**src/rtl/core/c3s_pkg.sv**
```systemverilog
// Shared constants for the 3x3 strided convolution block.
// Holds field widths, configuration register codes and default parameter values.
// No dependencies.
`timescale 1ns / 1ps
`default_nettype none

package c3s_pkg;

  // default geometry and coefficient size
  localparam int MAX_WIDTH_DEF = 1024;
  localparam int COEF_BITS_DEF = 8;

  // fixed field widths
  localparam int PIX_W    = 8;
  localparam int ROW_W    = 12;
  localparam int HCFG_W   = 12;
  localparam int WCFG_W   = 11;
  localparam int STRIDE_W = 8;

  // largest pixel value, used by the clamp
  localparam int PIX_MAX = 255;

  // configuration register indexes
  localparam int CFG_IDX_W = 3;
  localparam logic [CFG_IDX_W-1:0] REG_KROW0  = 3'd0;
  localparam logic [CFG_IDX_W-1:0] REG_KROW1  = 3'd1;
  localparam logic [CFG_IDX_W-1:0] REG_KROW2  = 3'd2;
  localparam logic [CFG_IDX_W-1:0] REG_HEIGHT = 3'd3;
  localparam logic [CFG_IDX_W-1:0] REG_WIDTH  = 3'd4;
  localparam logic [CFG_IDX_W-1:0] REG_STRIDE = 3'd5;

  // reset values of the size registers
  localparam logic [HCFG_W-1:0]   HEIGHT_RST = 12'd480;
  localparam logic [WCFG_W-1:0]   WIDTH_RST  = 11'd640;
  localparam logic [STRIDE_W-1:0] STRIDE_RST = 8'd1;

endpackage : c3s_pkg

`default_nettype wire

```
**src/rtl/core/c3s_mac.sv**
```systemverilog
// Multiply-accumulate pipeline for one 3x3 window, with clamp to 0..255.
// Three registered stages feed the output register; bubbles collapse on stall.
// Depends on c3s_pkg.
`timescale 1ns / 1ps
`default_nettype none

module c3s_mac
  import c3s_pkg::*;
#(
  parameter int COEF_BITS = COEF_BITS_DEF,
  parameter int COL_W     = $clog2(MAX_WIDTH_DEF)
) (
  input  wire logic                     clk,
  input  wire logic                     rst,
  input  wire logic                     win_valid,
  output logic                          win_ready,
  input  wire logic [8:0][PIX_W-1:0]    win,
  input  wire logic [ROW_W-1:0]         win_row,
  input  wire logic [COL_W-1:0]         win_col,
  input  wire logic [3*COEF_BITS-1:0]   krow0,
  input  wire logic [3*COEF_BITS-1:0]   krow1,
  input  wire logic [3*COEF_BITS-1:0]   krow2,
  output logic                          out_valid,
  input  wire logic                     out_stall,
  output logic [PIX_W-1:0]              value,
  output logic [ROW_W-1:0]              center_row,
  output logic [COL_W-1:0]              center_col
);

  localparam int PROD_W = PIX_W + COEF_BITS + 1;
  localparam int RSUM_W = PROD_W + 2;
  localparam int TOT_W  = PROD_W + 4;

  // stage a: window copy
  logic                      va;
  logic [8:0][PIX_W-1:0]     win_a;
  logic [ROW_W-1:0]          row_a;
  logic [COL_W-1:0]          col_a;
  // stage b: products
  logic                      vb;
  logic signed [PROD_W-1:0]  prod_b [9];
  logic [ROW_W-1:0]          row_b;
  logic [COL_W-1:0]          col_b;
  // stage c: row sums
  logic                      vc;
  logic signed [RSUM_W-1:0]  rsum_c [3];
  logic [ROW_W-1:0]          row_c;
  logic [COL_W-1:0]          col_c;

  logic                      rdy_o;
  logic                      rdy_c;
  logic                      rdy_b;
  logic                      rdy_a;
  logic signed [PROD_W-1:0]  prod [9];
  logic signed [RSUM_W-1:0]  rsum [3];
  logic signed [TOT_W-1:0]   total;
  logic [PIX_W-1:0]          clamped;
  logic [3*COEF_BITS-1:0]    krow_sel [3];

  // per-stage ready, a stage moves when the next is empty or moving
  assign rdy_o     = !out_valid || !out_stall;
  assign rdy_c     = !vc || rdy_o;
  assign rdy_b     = !vb || rdy_c;
  assign rdy_a     = !va || rdy_b;
  assign win_ready = rdy_a;

  assign krow_sel[0] = krow0;
  assign krow_sel[1] = krow1;
  assign krow_sel[2] = krow2;

  // nine pixel by coefficient products
  always_comb begin
    for (int i = 0; i < 3; i++) begin
      for (int j = 0; j < 3; j++) begin
        prod[3*i+j] = PROD_W'($signed({1'b0, win_a[3*i+j]}) *
                              $signed(krow_sel[i][COEF_BITS*j +: COEF_BITS]));
      end
    end
  end

  // row sums
  always_comb begin
    for (int i = 0; i < 3; i++) begin
      rsum[i] = RSUM_W'(prod_b[3*i]) + RSUM_W'(prod_b[3*i+1]) + RSUM_W'(prod_b[3*i+2]);
    end
  end

  // final sum and clamp
  always_comb begin
    total = TOT_W'(rsum_c[0]) + TOT_W'(rsum_c[1]) + TOT_W'(rsum_c[2]);
    if (total < 0) begin
      clamped = '0;
    end else if (total > TOT_W'(PIX_MAX)) begin
      clamped = PIX_W'(PIX_MAX);
    end else begin
      clamped = total[PIX_W-1:0];
    end
  end

  // stage valid bits
  always_ff @(posedge clk) begin
    if (rst) begin
      va        <= 1'b0;
      vb        <= 1'b0;
      vc        <= 1'b0;
      out_valid <= 1'b0;
    end else begin
      if (rdy_a) va <= win_valid;
      if (rdy_b) vb <= va;
      if (rdy_c) vc <= vb;
      if (rdy_o) out_valid <= vc;
    end
  end

  // stage payloads
  always_ff @(posedge clk) begin
    if (rdy_a && win_valid) begin
      win_a <= win;
      row_a <= win_row;
      col_a <= win_col;
    end
    if (rdy_b && va) begin
      prod_b <= prod;
      row_b  <= row_a;
      col_b  <= col_a;
    end
    if (rdy_c && vb) begin
      rsum_c <= rsum;
      row_c  <= row_b;
      col_c  <= col_b;
    end
    if (rdy_o && vc) begin
      value      <= clamped;
      center_row <= row_c;
      center_col <= col_c;
    end
  end

endmodule : c3s_mac

`default_nettype wire
```
**config.mk**
```make
export PLATFORM = sky130hd
export DESIGN_NAME = c3s_mac
export DESIGN_NICKNAME = d
export VERILOG_FILES = /design/src/rtl/core/c3s_pkg.sv /design/src/rtl/core/c3s_mac.sv
export SDC_FILE = /design/constraint.sdc
export NUM_CORES = 2
export LEC_CHECK = 0
export BUFFER_PORTS_ARGS = -buffer_cell sky130_fd_sc_hd__buf_2
export CORE_MARGIN = 1.5
export CORE_UTILIZATION = 53
export DETAILED_ROUTE_END_ITERATION = 10
export PLACE_DENSITY = 0.78
export SLEW_MARGIN = 40
export SYNTH_ARGS = -nofsm -noshare
export SYNTH_HDL_FRONTEND = slang
export SYNTH_SLANG_ARGS = --single-unit
```
**constraint.sdc**
```tcl
create_clock -name clk -period 16.8 [get_ports clk]
set_clock_uncertainty 0.2 [all_clocks]
set_input_delay 1.68 -clock clk [delete_from_list [all_inputs] [get_ports clk]]
set_output_delay 1.68 -clock clk [all_outputs]
set_load 0.005 [all_outputs]
```
==> summary.txt <==
Synth
  • Primary FF master, synth: edfxtp_1
  • Post-synthesis simple-gate area fraction: 12.6%
  • Top-area cell type share of the netlist area: 31.9%
  • Post-synthesis mux area share: 0.120%
  • Ranking of synthesized cells by area: edfxtp_1, fa_1, ha_1
  • Unique masters post-synth: 68
  • Synth area leader: edfxtp_1
  • Post-synth EDFFs: 378
  • Synth Area in XOR/XNOR: 3.91%
  • Post-synthesis compound-gate area fraction: 5.94%
  • Post-synthesis sequential area ratio: 32.2%
  • Synth Area in Adders: 39.0%
  • Flops & latches, synth: 382
  • Async set or reset register ratio after synthesis: 0%
  • Post-synthesis net count: 4222
  • Synthesized cell area: 0.0356 mm²
  • Main combinational cell family by area after synthesis: adder cells
  • Yosys warns: 0
  • Syn_area_per_cell: 11.2 µm²
  • Mapped Cells: 3188

Run status
  • Status: completed

Timing
  • Slew @ Worst Pin: 0.774 ns
  • Fin crit share: 33.8%
  • Unrepaired setup endpoints after global routing: no
  • Max Freq: 176 MHz
  • Final Hold Vio Count: 0
  • Final-report setup violation count: 0
  • Setup_tns: 0 ns
  • Min cycle time layout: 5.68 ns
  • Max-slew violation count: 0
  • Worst hold slack: 0.212 ns
  • Rel. slew slack: 48.4%

Critical path
  • Crit path cell chain: buf_2 -> and2_1 -> fa_1 -> inv_1 -> fa_1 -> fa_1 -> fa_1 -> inv_1 -> ha_1 -> nor2b_1 -> o21a_1 -> nor2_1 -> o21bai_1 -> a31o_2 -> a41o_1 -> o41ai_1 -> xnor2_1
  • CP Capture Type: flop
  • Arr. time, crit path: 5.80 ns
  • Largest fanout on the critical path: 8
  • Element type at the critical path start: input port
  • Worst r2r src: win_a[42]$_DFFE_PP_
  • Max incr delay on CP: 0.53 ns
  • CP bufs+invs: 3
  • CP Class: in2reg
  • Critical Path Source: krow1[18]
  • Slowest library cell on the worst path: fa_1
  • Worst EP required: 16.92 ns
  • CP most frequent cell: fa_1
  • CP top delay family: adder cells

Clock network
  • Root Buffer: clkbuf_16
  • Largest buffer count on any clock path: 3
  • Post-CTS setup buffers: 0
  • CTS Hold Buffers Added: 0
  • Inserted Clock Buffers: 47
  • TritonCTS clock tree: yes
  • CTS resizes: 0
  • Clock transition time at the flip-flop clock pins of the worst setup and hold paths: 0.07 ns
  • # H-tree levels: 2
  • Worst-Skew Late Latency: 0.60 ns
  • Sink Count: 382

Placement
  • Final GP Congestion: 0.853
  • Input/output buffers: 201
  • Inst Count DP: 4253
  • DP Wirelength: 54800 µm

Routing
  • Starting DRC count in detailed routing: 1340
  • Post-route ant nets: 0
  • Avg Vias per Cell: 5.20
  • Detailed-route DRC error count: 0
  • DR pass1 iterations: 7
  • Via count: 22600
  • Routed length per placed instance: 16.0 µm
  • DRT Wirelength: 69400 µm

Floorplanning
  • DIE AREA: 0.0686 mm²
  • Die outline height: 262 µm
  • Ports: 202
  • Die X: 262 µm
  • Standard-cell rows: 94
  • Initial core utilization: 53.8%
  • Core ar.: 0.0661 mm²

Power
  • P_leak: 18.4 nW
  • Maximum vdd drop: 0.118 mV
  • Total power: 0.00673 W
  • Power per cell area: 170 mW/mm²

Cells and area
  • ANT cells: 0
  • FF/Latch Area: 0.0114 mm²
  • Final Util: 59.7%
  • Final nets: 4473
  • Fin cells: 4342
  • Area of the multi-input gates: 0.0219 mm²
  • Post-synthesis to final-layout area growth: 11.0%
  • Layout cells sized above 1: 9.26%
  • Filler cells: 5360

Global routing
  • First-pass GRT wire length: 115000 µm
  • Aggregate global-route resource usage: 21.1%
  • Largest net degree at the start of global routing: 172
  • Vias in the first global route: 23300
  • Global route total overflow: 0
  • Initial antenna violation count: 0

Hold path
  • Min-delay src: row_c[5]$_DFFE_PP_
  • Min-Delay Path Class: reg2reg

Job
  • Max Cap Violations: 0
==> final timing paths <==
check / slack (ns) / end / cells after the start
max: 11.12 / prod_b[67]$_DFFE_PP_ / 17
min: 0.21 / center_row[5]$_DFFE_PP_ / 0
max reg2reg: 11.77 / prod_b[67]$_DFFE_PP_ / 16
min reg2reg: 0.21 / center_row[5]$_DFFE_PP_ / 0
==> cells by family (layout without fill, tap and decap cells) <==
group / Yosys count / after routing
multiplexers: 4 / 4
buffers and inverters: 593 / 883
AND/OR/NAND/NOR: 881 / 881
XOR/XNOR: 158 / 158
adder cells (fa/ha/maj): 864 / 864
flip-flops: 382 / 382
AO/OA/AOI/OAI: 306 / 306
==> final cells by class <==
type | instances | area share, %
multi-input combinational | 2213 | 55.6
timing repair buffer | 207 | 2.77
clock inverter | 37 | 1.34
sequential | 382 | 29.0
clock buffer | 51 | 3.02
tap | 864 | 2.74
inverter | 588 | 5.59
==> layout by cell type (no fill, tap or decap), drive strengths merged, types with 6 or more instances in the layout <==
master / n
inv: 594
ha: 457
fa: 407
edfxtp: 378
and2: 293
nand2: 268
buf: 207
nor2: 128
xnor2: 125
a21oi: 101
nand2b: 55
clkbuf: 51
nand3: 36
o21ai: 35
a21o: 33
xor2: 33
nor2b: 33
nor3: 31
o21a: 27
o21bai: 12
clkinv: 12
o211ai: 11
o41ai: 11
bufinv: 10
a31oi: 10
a41oi: 9
or3: 9
clkinvlp: 9
and3: 8
a211oi: 7
or2: 7
a31o: 7
o31ai: 6
==> metrics by stage <==
step	setup slack (ns)	area, µm²
global placement	10.61	37700
CTS	11.14	39400
finish	11.12	39500
global route	10.89	39500
floorplan	1.01	35600
detailed placement	10.52	37700
==> routing by layer <==
layer,vias up,share of wire [%],global-route usage [%]
met2,469,49,36.2
li1,11000,-,-
met5,-,0,0
met3,99,4.9,3.31
met4,0,2.1,4.73
met1,11100,44,28.1
==> synth_stat cells (all sizes together) (2+ instances only) <==
cell type,instances
o211ai,11
ha,457
fa,407
o21bai,12
nand4,5
xor2,33
o21a,27
o22ai,3
xnor2,125
a211oi,7
buf,3
o2111ai,5
edfxtp,378
a41oi,9
a21boi,4
a2111oi,3
nor3,31
or3,9
nand3,36
nor4,5
a221o,2
inv,588
nor2b,33
a21oi,101
mux2i,2
nand2b,55
nor2,128
a41o,5
o41ai,11
o31a,5
or2,7
and2,293
a31oi,10
mux2,2
o31ai,6
o21ai,35
a21o,33
nand2,268
dfxtp,4
a31o,7
clkbuf,2
and3,8
==> registers in the layout, summed over array words and instances (netlist names) <==
name / count
center_col: 10
center_row: 12
col_a: 10
col_b: 10
col_c: 10
out_valid: 1
prod_b: 153
row_a: 12
row_b: 12
row_c: 12
rsum_c: 57
va: 1
value: 8
vb: 1
vc: 1
win_a: 72
==> worst reg2reg max path, delay by kind of cell, from the launching register on <==
kind,cells,cell delay [ns]
buffers and inverters,2,0.11
DFF,1,0.53
adders and majority gates,5,2.17
and+or+nand+nor,3,0.54
AOI/OAI and AO/OA,5,1.07
xor gates and xnor gates,1,0.12
==> where the power goes <==
part	leakage [nW]	total (W)	switching (W)	internal, W
Combinational	14.0	0.00399	0.00219	0.00180
Clock	0.807	0.00112	0.000438	0.000679
Sequential	3.62	0.00162	0.000148	0.00147
Total	18.4	0.00673	0.00278	0.00395
Power figures use the tool's default switching activity.
