[src/rtl/core/c3s_pkg.sv]
// Shared constants for the 3x3 strided convolution block.
// Holds field widths, configuration register codes and default parameter values.
// No dependencies.
`timescale 1ns / 1ps
`default_nettype none

package c3s_pkg;

  // default geometry and coefficient size
  localparam int MAX_WIDTH_DEF = 1024;
  localparam int COEF_BITS_DEF = 8;

  // fixed field widths
  localparam int PIX_W    = 8;
  localparam int ROW_W    = 12;
  localparam int HCFG_W   = 12;
  localparam int WCFG_W   = 11;
  localparam int STRIDE_W = 8;

  // largest pixel value, used by the clamp
  localparam int PIX_MAX = 255;

  // configuration register indexes
  localparam int CFG_IDX_W = 3;
  localparam logic [CFG_IDX_W-1:0] REG_KROW0  = 3'd0;
  localparam logic [CFG_IDX_W-1:0] REG_KROW1  = 3'd1;
  localparam logic [CFG_IDX_W-1:0] REG_KROW2  = 3'd2;
  localparam logic [CFG_IDX_W-1:0] REG_HEIGHT = 3'd3;
  localparam logic [CFG_IDX_W-1:0] REG_WIDTH  = 3'd4;
  localparam logic [CFG_IDX_W-1:0] REG_STRIDE = 3'd5;

  // reset values of the size registers
  localparam logic [HCFG_W-1:0]   HEIGHT_RST = 12'd480;
  localparam logic [WCFG_W-1:0]   WIDTH_RST  = 11'd640;
  localparam logic [STRIDE_W-1:0] STRIDE_RST = 8'd1;

endpackage : c3s_pkg

`default_nettype wire

[src/rtl/core/c3s_seq.sv]
// Raster position and stride phase tracking for the convolution block.
// Flags which accepted pixels complete a window on the stride grid.
// Depends on c3s_pkg.
`timescale 1ns / 1ps
`default_nettype none

module c3s_seq
  import c3s_pkg::*;
#(
  parameter int MAX_WIDTH = MAX_WIDTH_DEF
) (
  input  wire logic                         clk,
  input  wire logic                         rst,
  input  wire logic                         adv,
  input  wire logic [WCFG_W-1:0]            cfg_width,
  input  wire logic [HCFG_W-1:0]            cfg_height,
  input  wire logic [STRIDE_W-1:0]          cfg_stride,
  output logic                              emit,
  output logic [$clog2(MAX_WIDTH)-1:0]      col,
  output logic [ROW_W-1:0]                  center_row,
  output logic [$clog2(MAX_WIDTH)-1:0]      center_col
);

  localparam int COL_W  = $clog2(MAX_WIDTH);
  localparam int WMAX_W = $clog2(MAX_WIDTH + 1);
  localparam int WEFF_W = (WMAX_W > WCFG_W) ? WMAX_W : WCFG_W;

  logic [ROW_W-1:0]    row;
  logic [STRIDE_W-1:0] row_phase;
  logic [STRIDE_W-1:0] col_phase;

  logic [COL_W-1:0]    col_next;
  logic [ROW_W-1:0]    row_next;
  logic [STRIDE_W-1:0] row_phase_next;
  logic [STRIDE_W-1:0] col_phase_next;

  logic [WEFF_W-1:0]   w_cfg_ext;
  logic [WEFF_W-1:0]   w_eff;
  logic [HCFG_W-1:0]   h_eff;
  logic [STRIDE_W-1:0] s_eff;
  logic [WEFF_W-1:0]   col_ext;
  logic [WEFF_W-1:0]   col_inc;
  logic [ROW_W:0]      row_inc;
  logic                interior;
  logic                row_end;
  logic                frame_end;
  logic [STRIDE_W-1:0] col_phase_adv;
  logic [STRIDE_W-1:0] row_phase_adv;

  // effective frame size and stride
  always_comb begin
    w_cfg_ext = WEFF_W'(cfg_width);
    if (w_cfg_ext > WEFF_W'(MAX_WIDTH)) begin
      w_eff = WEFF_W'(MAX_WIDTH);
    end else if (w_cfg_ext == '0) begin
      w_eff = WEFF_W'(1);
    end else begin
      w_eff = w_cfg_ext;
    end
    h_eff = (cfg_height == '0) ? HCFG_W'(1) : cfg_height;
    s_eff = (cfg_stride == '0) ? STRIDE_W'(1) : cfg_stride;
  end

  // phase advance wraps at the stride
  always_comb begin
    if ((STRIDE_W + 1)'(col_phase) + (STRIDE_W + 1)'(1) >= (STRIDE_W + 1)'(s_eff)) begin
      col_phase_adv = '0;
    end else begin
      col_phase_adv = col_phase + STRIDE_W'(1);
    end
    if ((STRIDE_W + 1)'(row_phase) + (STRIDE_W + 1)'(1) >= (STRIDE_W + 1)'(s_eff)) begin
      row_phase_adv = '0;
    end else begin
      row_phase_adv = row_phase + STRIDE_W'(1);
    end
  end

  // window position test and emit decision
  always_comb begin
    col_ext   = WEFF_W'(col);
    col_inc   = col_ext + WEFF_W'(1);
    row_inc   = (ROW_W + 1)'(row) + (ROW_W + 1)'(1);
    interior  = (row >= ROW_W'(2)) && (col_ext >= WEFF_W'(2)) &&
                (row < h_eff) && (col_ext < w_eff);
    emit      = interior && (row_phase == '0) && (col_phase == '0);
    row_end   = (col_inc >= w_eff);
    frame_end = (row_inc >= (ROW_W + 1)'(h_eff));
    center_row = row - ROW_W'(1);
    center_col = col - COL_W'(1);
  end

  // next position
  always_comb begin
    col_next       = col + COL_W'(1);
    row_next       = row;
    row_phase_next = row_phase;
    col_phase_next = interior ? col_phase_adv : col_phase;
    if (row_end) begin
      col_next       = '0;
      col_phase_next = '0;
      if (frame_end) begin
        row_next       = '0;
        row_phase_next = '0;
      end else begin
        if (row >= ROW_W'(2)) begin
          row_phase_next = row_phase_adv;
        end
        row_next = row_inc[ROW_W-1:0];
      end
    end
  end

  // position registers
  always_ff @(posedge clk) begin
    if (rst) begin
      col       <= '0;
      row       <= '0;
      row_phase <= '0;
      col_phase <= '0;
    end else if (adv) begin
      col       <= col_next;
      row       <= row_next;
      row_phase <= row_phase_next;
      col_phase <= col_phase_next;
    end
  end

endmodule : c3s_seq

`default_nettype wire

[config.mk]
export PLATFORM = sky130hd
export DESIGN_NAME = c3s_seq
export DESIGN_NICKNAME = d
export VERILOG_FILES = /design/src/rtl/core/c3s_pkg.sv /design/src/rtl/core/c3s_seq.sv
export SDC_FILE = /design/constraint.sdc
export NUM_CORES = 1
export LEC_CHECK = 0
export BUFFER_PORTS_ARGS = -buffer_cell sky130_fd_sc_hd__clkbuf_2
export CORE_MARGIN = 1.5
export CORE_UTILIZATION = 54
export CTS_BUF_LIST = sky130_fd_sc_hd__clkbuf_8
export CTS_CLUSTER_DIAMETER = 60
export DETAILED_ROUTE_END_ITERATION = 10
export MAX_ROUTING_LAYER = met4
export PLACE_DENSITY = 0.84
export RECOVER_POWER = 25
export REMOVE_ABC_BUFFERS = 1
export SLEW_MARGIN = 20
export SYNTH_ARGS = -nofsm -noshare
export SYNTH_HDL_FRONTEND = slang
export SYNTH_SLANG_ARGS = --single-unit
[constraint.sdc]
create_clock -name clk -period 4 [get_ports clk]
set_clock_uncertainty 0.1 [all_clocks]
set_input_delay 0.4 -clock clk [delete_from_list [all_inputs] [get_ports clk]]
set_output_delay 0.4 -clock clk [all_outputs]
set_load 0.02 [all_outputs]
==> run summary, run 1 <==
Setup path
- Worst Path Max Fanout: 9
- critical path capture point type: flip-flop
- Worst EP required: 4.14 ns
- Setup Crit Path Kind: reg2reg
- launch point of the worst reg-to-reg path: row[1]$_SDFFE_PP0P_
- data arrival time of the critical path: 3.89 ns
- crit path cell chain: ha_1, and4_4, and4_4, and3_1, xor2_1, ha_1, a21oi_1, o22ai_1, a311oi_4, nand3_4, nor3_2, a22o_1
- slowest stage delay, CP: 0.50 ns
- Slowest-stage cell, CP: dfxtp_1
- CP Launch Point: row[1]$_SDFFE_PP0P_
- CP startpoint kind: flip-flop

Floorplanning
- die width: 91.6 um
- area of the core region: 7650 sq um
- Initial Utilization: 0.554
- number of top-level pins: 67
- die height: 91.6 um
- die footprint: 8390 sq um
- standard-cell row count: 32

Clocking
- hold buffer count at cts: 0
- worst skew pair latency: 0.30 ns
- TritonCTS clock tree: yes
- count of H-tree levels built during CTS: 2
- total number of clock tree sinks: 38
- Gates resized, CTS repair: 0
- Bufs on Longest Clock Path: 2
- clock-pin slew of the registers on the worst-case setup and hold paths: 0.08 ns
- Root Driver: clkbuf_8
- Post-CTS Setup Inserts: 0
- CTS Buf Count: 5

Worst hold path
- Worst Min Path Start: col_phase[7]$_SDFFE_PP0P_
- path type of the worst min-delay path: reg2reg

Route
- vias: 4025
- post-detailed-route DRC marker count: 0
- routed length per instance: 15.5 um
- number of detailed-route iterations in the first pass: 5
- count of antenna-violating nets left after detailed routing: 0
- count of routing violations after the opening detailed-route iteration: 238
- Post-Route WL: 10500 um
- post-DR vias/cell: 5.95

Synthesis
- Distinct cells, synth: 64
- Synth Instances: 525
- sequential element share of the synthesized area: 0.180
- FFs w/ async S/R, synth: 0
- post-synthesis average cell area: 8.07 sq um
- EDFF count, synth: 0
- flops & latches, synth: 38
- Synth warnings: 0
- Synth Cell Area: 4240 sq um
- top flip-flop cell by instance count after synthesis: dfxtp_1

Power
- largest voltage drop on the vdd net: 0.127 mV
- leakage power total: 0.00225 uW
- Pwr Density: 182 nW/um^2
- overall power of the completed layout: 849 uW

Global route
- Global Route Usage Sum: 0.266
- global-route wire length before repair: 17700 um
- maximum number of pins on one net before global-route repair: 45
- vias in the first global route: 3911
- antenna violations before repair: 0
- total congestion overflow after global routing: 0

Timing
- time the worst path needs with I/O delays and setup: 3.75 ns
- PnR worst setup slack: 0.252 ns
- Worst-Margin Slew: 0.934 ns
- relative slew slack: 0.378
- unrepaired setup endpoints after global routing: no
- share of the clock period used by the worst path: 0.937
- Max Fclk: 0.267 GHz
- Final TNS setup: 0 ns
- number of pins exceeding their max-slew limit in the final report: 0
- final hold vios: 0
- # setup viols final: 0

Outcome
- result of the run: finished clean

Place
- HPWL after detailed placement: 8400 um
- cell area after placement: 4600 sq um
- global placer's final weighted congestion: 0.906
- pre-CTS worst setup slack: 0.331 ns
- # port buffers: 66

Cells and area
- layout overhead on the synthesized area: 9.95%
- proportion of layout cells with a drive suffix above 1: 0.148
- Core Util, Final: 0.609
- diode insertion count for antenna repair: 0
- nets@finish: 680
- post-route cell area: 4660 sq um

Run
- maxcap violations: 0

## flip-flops by register name, summed over array words and instances (netlist names)
register   cells
col           10
row_phase      8
col_phase      8
row           12
## report_power, final
part | switching (uW) | total (uW) | internal, uW
clock network | 140 | 257 | 117
registers | 4.76 | 385 | 380
logic | 131 | 206 | 75.4
total | 276 | 849 | 573
## path summary, 6_finish.rpt
path / end / slack, ns / cells after the start
min: col_phase[7]$_SDFFE_PP0P_ / 0.40 / 2
max reg2reg: row[11]$_SDFFE_PP0P_ / 0.25 / 12
max: row[11]$_SDFFE_PP0P_ / 0.25 / 12
min reg2reg: col_phase[7]$_SDFFE_PP0P_ / 0.40 / 2
## cells by family after synthesis
logic type	count (synthesis)	synth area share
compound gates	102	0.195
xor+xnor	47	0.0971
fa+ha+maj	71	0.210
buf+inv	68	0.0635
flops	38	0.180
simple gates	199	0.255
## cell usage after synthesis (7+ instances only)
cell type  count  share of area
ha_1          71           0.21
nand2_1       53          0.047
inv_1         42          0.037
dfxtp_1       38           0.18
nor2_1        31          0.027
a21oi_1       28          0.033
nand3_1       28          0.033
xor2_1        26          0.054
xnor2_1       21          0.043
clkbuf_1      16          0.014
nor4_1        15          0.022
nor3_1        14          0.017
and3_1        11          0.016
o21ai_0       10          0.012
a21o_1         8          0.014
buf_2          8         0.0094
nor3b_1        8          0.014
a22o_1         7          0.014
## cell type report
class,instances,area (sq um)
Clock buffer,5,68.8
Clock inverter,2,11.3
Fill cell,671,2990
Inverter,43,161
Multi-Input combinational cell,419,3210
Sequential cell,38,761
Tap cell,102,128
Timing Repair Buffer,68,322
## cells in the final DEF (no fill, tap or decap), types with 3 or more instances in the layout
master / instances
nand2b_1: 4
xnor2_1: 21
a211oi_1: 5
o21ai_0: 10
a21o_1: 8
nand3b_1: 5
o21a_1: 3
a32oi_1: 3
clkbuf_1: 17
o32ai_2: 5
a21oi_1: 28
clkbuf_8: 5
dfxtp_1: 38
nand3_1: 28
nor3_1: 14
o211ai_1: 6
nor4_1: 15
clkbuf_2: 50
xor2_1: 26
nor2b_1: 6
or3_1: 6
a22o_1: 7
and3_1: 11
ha_1: 71
nor3b_1: 8
nor2_1: 31
nand2_1: 53
inv_1: 43
## routing by layer
layer | track usage | wire (um)
met5 | - | 0
met4 | 0.0703 | 157
met3 | 0.0385 | 488
met2 | 0.455 | 5200
met1 | 0.327 | 4670
## worst max-delay path: cells and delay by family (launching register included)
| family | cells | cell delay [ns] |
|---|---|---|
| simple gates | 5 | 1.35 |
| compound gates | 4 | 0.90 |
| fa+ha+maj | 2 | 0.61 |
| flops | 1 | 0.50 |
| xor+xnor | 1 | 0.21 |
## per-stage QoR
stage | instances | hold WS, ns
3_3_place_gp | 670 | 0.383
3_5_place_dp | 670 | 0.392
2_1_floorplan | 500 | 0.354
6_report | 677 | 0.402
4_1_cts | 677 | 0.403
5_1_grt | 677 | 0.441
(Power assumes the default switching activity.)
==> inputs of run 2 (changes only) <==
- CORE_UTILIZATION: 54 -> 40
- GPL_ROUTABILITY_DRIVEN: default -> 0
- PLACE_DENSITY: 0.84 -> 0.67
==> run 2 against run 1 <==
Compared with the run above:
- worst setup slack improved by 0.10 ns
- highest routed layer unchanged
- design area rose by 1.1%
- global-route usage is 7.1 points lower
- utilization fell by 15 points
- non-clock buffer count is 1 lower
- first-iteration DRC count decreased by 12%
- clock-buffer cell count rose by 1
- final cell count grew 5.0%
- hold slack better by 0.0039 ns
- maximum frequency rose by 2.9%
- total power grew 2.1%
==> run summary, run 2 (same netlist as run 1, synthesis figures left out) <==
Clocking
- total number of clock tree sinks: 38, unchanged
- hold buffer count at cts: 0, unchanged
- Bufs on Longest Clock Path: 2, unchanged
- Root Driver: clkbuf_8
- Post-CTS Setup Inserts: 0, unchanged
- count of H-tree levels built during CTS: 2, unchanged
- Gates resized, CTS repair: 0, unchanged
- clock-pin slew of the registers on the worst-case setup and hold paths: 0.08 ns, about the same
- TritonCTS clock tree: yes
- worst skew pair latency: 0.29 ns, about the same
- CTS Buf Count: 5, unchanged

Place
- # port buffers: 66, unchanged
- HPWL after detailed placement: 8290 um, -1.3%
- pre-CTS worst setup slack: 0.400 ns, +0.0689 ns

Setup path
- CP bufs+invs: 0, unchanged
- slowest stage delay, CP: 0.51 ns, about the same
- setup slack of the worst register-to-register path: 0.36 ns, +0.10 ns
- critical path capture point type: flip-flop
- Slowest-stage cell, CP: dfxtp_1
- capturing point of the worst reg2reg path: row_phase[4]$_SDFFE_PP0P_
- Worst Path Max Fanout: 10, +1
- number of logic stages on the critical path including buffering: 13, +1
- Worst EP required: 4.05 ns, -0.09 ns
- CP startpoint kind: flip-flop
- data arrival time of the critical path: 3.69 ns, -0.20 ns
- launch point of the worst reg-to-reg path: row[1]$_SDFFE_PP0P_
- Crit path max-delay family: simple AND/OR/NAND/NOR gates
- depth of the most critical reg-to-reg path: 13, +1
- crit path cell chain: ha_1, and4_4, and4_4, and3_1, xor2_1, ha_1, a21oi_1, o22ai_1, a311oi_4, nand3_4, o21ai_4, nand2b_4, o32ai_2
- CP Launch Point: row[1]$_SDFFE_PP0P_
- Setup Crit Path Kind: reg2reg

Route
- post-detailed-route DRC marker count: 0, unchanged
- number of detailed-route iterations in the first pass: 4, -1
- vias: 3917, -2.7%
- count of routing violations after the opening detailed-route iteration: 210, -12%
- count of antenna-violating nets left after detailed routing: 0, unchanged
- Post-Route WL: 10400 um, -1.3%
- routed length per instance: 14.6 um, -6.0%
- post-DR vias/cell: 5.51, -7.3%

Power
- largest voltage drop on the vdd net: 0.173 mV, +36%
- proportion of power drawn by flip-flops and latches: 0.445, -0.009
- Pwr Density: 184 nW/um^2, +0.92%
- P_int: 594 uW, +3.6%
- switching share of power: 0.314, -0.0105
- clock share of power: 0.320, +0.017
- logic gate share of total power: 0.234, -0.009
- leakage power total: 0.00225 uW, about the same
- NetSw: 272 uW, -1.2%

Cells and area
- Largest register FFs: 12, unchanged
- commonest non-fill, non-tap cells in the layout: ha_1, nand2_1, clkbuf_2
- register with the highest flop count: row
- diode insertion count for antenna repair: 0, unchanged
- Top Registers: row x12, col x10
- nets@finish: 679, -0.15%
- layout overhead on the synthesized area: 11.2%
- proportion of layout cells with a drive suffix above 1: 0.150, +0.00174
- leading cell type in the layout, fill and taps excluded: ha_1

Floorplanning
- area of the core region: 10300 sq um, +35%
- number of top-level pins: 67, unchanged
- die height: 106 um, +16%
- die width: 106 um, +16%
- Initial Utilization: 0.410, -0.144
- standard-cell row count: 37, +16%
- die footprint: 11200 sq um, +34%

Worst hold path
- hold worst-path end: row_phase[7]$_SDFFE_PP0P_
- Worst Min Path Start: row_phase[7]$_SDFFE_PP0P_
- path type of the worst min-delay path: reg2reg
- worst hold path stage count: 2, unchanged

Timing
- PnR worst setup slack: 0.357 ns, +0.105 ns
- unrepaired setup endpoints after global routing: no
- minimum hold slack: 0.406 ns, +0.00392 ns
- relative slew slack: 0.371, -0.00621
- final hold vios: 0, unchanged
- Max Fclk: 0.274 GHz, +2.9%
- time the worst path needs with I/O delays and setup: 3.64 ns, -0.105 ns
- share of the clock period used by the worst path: 0.911, -0.0261
- # setup viols final: 0, unchanged
- Worst-Margin Slew: 0.943 ns, +0.00931 ns
- Final TNS setup: 0 ns, unchanged
- number of pins exceeding their max-slew limit in the final report: 0, unchanged

Global route
- antenna violations before repair: 0, unchanged
- maximum number of pins on one net before global-route repair: 45, unchanged
- total congestion overflow after global routing: 0, unchanged
- global-route wire length before repair: 17700 um, +0.15%
- Global Route Usage Sum: 0.195, -0.0711
- vias in the first global route: 3745, -4.2%

Outcome
- result of the run: finished clean

Run
- maxcap violations: 0, unchanged

==> run 2: cell types whose count changed in the layout (fill, tap and decap cells not counted) <==
| cell | change |
|---|---|
| inv_1 | -1 |
| clkbuf_8 | +1 |
| clkinv_2 | +1 |
| clkbuf_2 | -1 |
==> run 2: area by class of cell <==
type / instances / area [sq um]
Tap cell: 136 / 170
Timing Repair Buffer: 67 / 317
Inverter: 43 / 161
Fill cell: 1046 / 5610
Sequential cell: 38 / 761
Multi-Input combinational cell: 419 / 3210
Clock buffer: 6 / 82.6
Clock inverter: 2 / 12.5
==> run 2: power groups by stage <==
stage	combinational, uW	clock (uW)	sequential, uW
after detailed placement	205	0	395
final	203	277	386
after global placement	200	0	394
after global routing	225	301	386
after floorplan	126	0	396
after CTS	206	282	386
==> run 2: stage by stage <==
step	power, uW	cells	utilization	cell area (sq um)
after detailed placement	600	703	0.449	4640
after floorplan	522	500	-	4130
after global routing	912	711	0.456	4710
final	866	711	0.456	4710
after global placement	594	703	0.449	4640
after CTS	873	711	0.458	4730
==> run 2: how the worst max path moves through the flow <==
stage,end,slack (ns)
after floorplan,row_phase[4]$_SDFFE_PP0P_,0.75
after global placement,row_phase[4]$_SDFFE_PP0P_,0.52
after detailed placement,row_phase[3]$_SDFFE_PP0P_,0.40
after CTS,row_phase[3]$_SDFFE_PP0P_,0.39
after global routing,col_phase[2]$_SDFFE_PP0P_,0.05
final,row_phase[4]$_SDFFE_PP0P_,0.36
==> run 2: worst min-delay path, cell delays in order (launching register included) <==
cell and delay, ns:
dfxtp_1 0.35, nand2_1 0.07, a21oi_1 0.05
==> run 2: routing by layer <==
metal	track usage	routed length, um	up-vias	share of wire
li1	-	-	1977	-
met1	0.264	5080	1856	0.49
met2	0.319	4790	77	0.46
met3	0.0251	445	7	0.043
met4	0.0299	59	0	0.0057
met5	-	0	-	0
==> inputs of run 3 (changes only) <==
- clock period: 4 -> 3.55 ns (I/O delays scaled with it)
==> run 3 against run 2 <==
Compared with the run above:
- first-iteration DRC count did not move
- critical path depth increased by 1
- maximum frequency rose by 7.4%
- critical endpoint is now row_phase[5]$_SDFFE_PP0P_
==> run summary, run 3 (same netlist as run 1, synthesis figures left out) <==
Route
- post-DR vias/cell: 5.51, about the same
- vias: 4014, +2.5%
- post-detailed-route DRC marker count: 0, unchanged
- count of antenna-violating nets left after detailed routing: 0, unchanged
- Post-Route WL: 10800 um, +4.4%
- count of routing violations after the opening detailed-route iteration: 210, unchanged
- routed length per instance: 14.9 um, +1.9%
- number of detailed-route iterations in the first pass: 4, unchanged

Outcome
- result of the run: finished clean

Global route
- GR Layer Usage met3: 0.0239, -0.00123
- vias in the first global route: 3935, +5.1%
- antenna violations before repair: 0, unchanged
- met1 layer usage reported by global route: 0.273, +0.00975
- total congestion overflow after global routing: 0, unchanged
- met2 global-route usage: 0.329, +0.0107
- most heavily used metal layer in global routing: met2
- Global Route Usage Sum: 0.204, +0.00898
- global-route wire length before repair: 18500 um, +4.4%
- maximum number of pins on one net before global-route repair: 45, unchanged

Cells and area
- leading cell type in the layout, fill and taps excluded: ha_1
- fill cell count: 1014, -3.1%
- commonest non-fill, non-tap cells in the layout: ha_1, nand2_1, clkbuf_2
- Largest register FFs: 12, unchanged
- Core Util, Final: 0.472, +0.0153
- proportion of layout cells with a drive suffix above 1: 0.184, +0.0342
- layout overhead on the synthesized area: 14.9%
- Top Registers: row x12, col x10
- diode insertion count for antenna repair: 0, unchanged
- nets@finish: 697, +2.7%
- register with the highest flop count: row

Clocking
- CTS Buf Count: 5, unchanged
- count of H-tree levels built during CTS: 2, unchanged
- worst skew pair latency: 0.29 ns, about the same
- total number of clock tree sinks: 38, unchanged
- clock-pin slew of the registers on the worst-case setup and hold paths: 0.08 ns, about the same
- Root Driver: clkbuf_8
- TritonCTS clock tree: yes
- Bufs on Longest Clock Path: 2, unchanged

Place
- HPWL after detailed placement: 8570 um, +3.3%
- # port buffers: 66, unchanged
- pre-CTS worst setup slack: 0.128 ns, -0.272 ns

Setup path
- Crit path max-delay family: compound AO/OA/AOI/OAI gates
- depth of the most critical reg-to-reg path: 14, +1
- CP startpoint kind: flip-flop
- slowest stage delay, CP: 0.39 ns, -0.12 ns
- crit path cell chain: ha_1, and4_4, and4_4, and3_1, xor2_1, ha_1, a21oi_1, o22ai_1, a311oi_4, nand3_4, o21ai_4, buf_4, a21oi_1, o32ai_2
- launch point of the worst reg-to-reg path: row[0]$_SDFFE_PP0P_
- critical path endpoint: row_phase[5]$_SDFFE_PP0P_
- CP Launch Point: row[0]$_SDFFE_PP0P_
- Worst EP required: 3.65 ns, -0.40 ns
- critical path capture point type: flip-flop
- Worst Path Max Fanout: 8, -2
- number of logic stages on the critical path including buffering: 14, +1
- data arrival time of the critical path: 3.49 ns, -0.20 ns
- Setup Crit Path Kind: reg2reg
- Slowest-stage cell, CP: dfxtp_2
- setup slack of the worst register-to-register path: 0.16 ns, -0.20 ns
- CP bufs+invs: 1, +1
- capturing point of the worst reg2reg path: row_phase[5]$_SDFFE_PP0P_

Power
- leakage power total: 0.00234 uW, +4.3%
- Pwr Density: 203 nW/um^2, +11%
- largest voltage drop on the vdd net: 0.139 mV, -20%

Floorplanning
- die height: 106 um, unchanged
- standard-cell row count: 37, unchanged
- die width: 106 um, unchanged
- number of top-level pins: 67, unchanged
- Initial Utilization: 0.410, unchanged
- die footprint: 11200 sq um, unchanged
- area of the core region: 10300 sq um, unchanged

Timing
- final hold vios: 0, unchanged
- share of the clock period used by the worst path: 0.956, +0.0449
- relative slew slack: 0.342, -0.0298
- Max Fclk: 0.295 GHz, +7.4%
- number of pins exceeding their max-slew limit in the final report: 0, unchanged
- minimum hold slack: 0.409 ns, +0.00338 ns
- Worst-Margin Slew: 0.988 ns, +0.0446 ns
- PnR worst setup slack: 0.157 ns, -0.199 ns
- time the worst path needs with I/O delays and setup: 3.39 ns, -0.251 ns
- # setup viols final: 0, unchanged

Run
- maxcap violations: 0, unchanged

Worst hold path
- path type of the worst min-delay path: reg2reg

[run 3: worst min-delay path by stage]
| stage | startpoint | endpoint | slack (ns) | depth (start not counted) |
|---|---|---|---|---|
| after floorplan | rst | col[1]$_SDFFE_PP0P_ | 0.32 | 1 |
| after global placement | col_phase[7]$_SDFFE_PP0P_ | col_phase[7]$_SDFFE_PP0P_ | 0.39 | 2 |
| after detailed placement | col_phase[7]$_SDFFE_PP0P_ | col_phase[7]$_SDFFE_PP0P_ | 0.39 | 2 |
| after CTS | adv | col[8]$_SDFFE_PP0P_ | 0.41 | 3 |
| after global routing | col_phase[7]$_SDFFE_PP0P_ | col_phase[7]$_SDFFE_PP0P_ | 0.44 | 2 |
| final | col_phase[7]$_SDFFE_PP0P_ | col_phase[7]$_SDFFE_PP0P_ | 0.41 | 2 |
[run 3: through the flow]
step	instance area, sq um	total power [uW]	TNS, ns	std cells
floorplan	4130	588	0	500
global placement	4740	674	0	717
detailed placement	4740	677	0	717
CTS	4840	998	0	725
global route	4870	1040	-0.0279	729
finish	4870	990	0	729
[run 3: repair_timing]
| action | in CTS | in global routing |
|---|---|---|
| setup endpoints to repair | 0 | 27 |
| hold buffers | 0 | 0 |
| setup buffers | 0 | 4 |
| gates resized for setup | 0 | 6 |
| endpoints found under the hold margin | 0 | 0 |
[run 3: worst min-delay path: cells and delay by family, from the launching register on]
kind	cells	cell delay, ns
AND/OR/NAND/NOR	1	0.07
flip-flops	1	0.35
AO/OA/AOI/OAI	1	0.05
[run 3: metal layers]
metal / share of wire / vias up / wire (um)
met3: 0.044 / 7 / 481
met4: 0.0066 / 0 / 71
met2: 0.47 / 82 / 5140
met1: 0.47 / 1912 / 5140
met5: 0 / - / 0
li1: - / 2013 / -
[run 3: layout make-up]
| class | instances | area, sq um | area share |
|---|---|---|---|
| clock buffers | 6 | 82.6 | 0.0170 |
| inverters | 43 | 161 | 0.0331 |
| repair buffers | 85 | 450 | 0.0925 |
| clock inverters | 2 | 12.5 | 0.00257 |
| multi-input cells | 419 | 3230 | 0.663 |
| flip-flops and latches | 38 | 762 | 0.156 |
| well taps | 136 | 170 | 0.0349 |
[run 3: where the power goes]
group,switching [uW],internal (uW),leakage (uW)
registers,3.54,429,0.000307
logic,147,86.8,0.00199
clock network,167,156,0.0000472
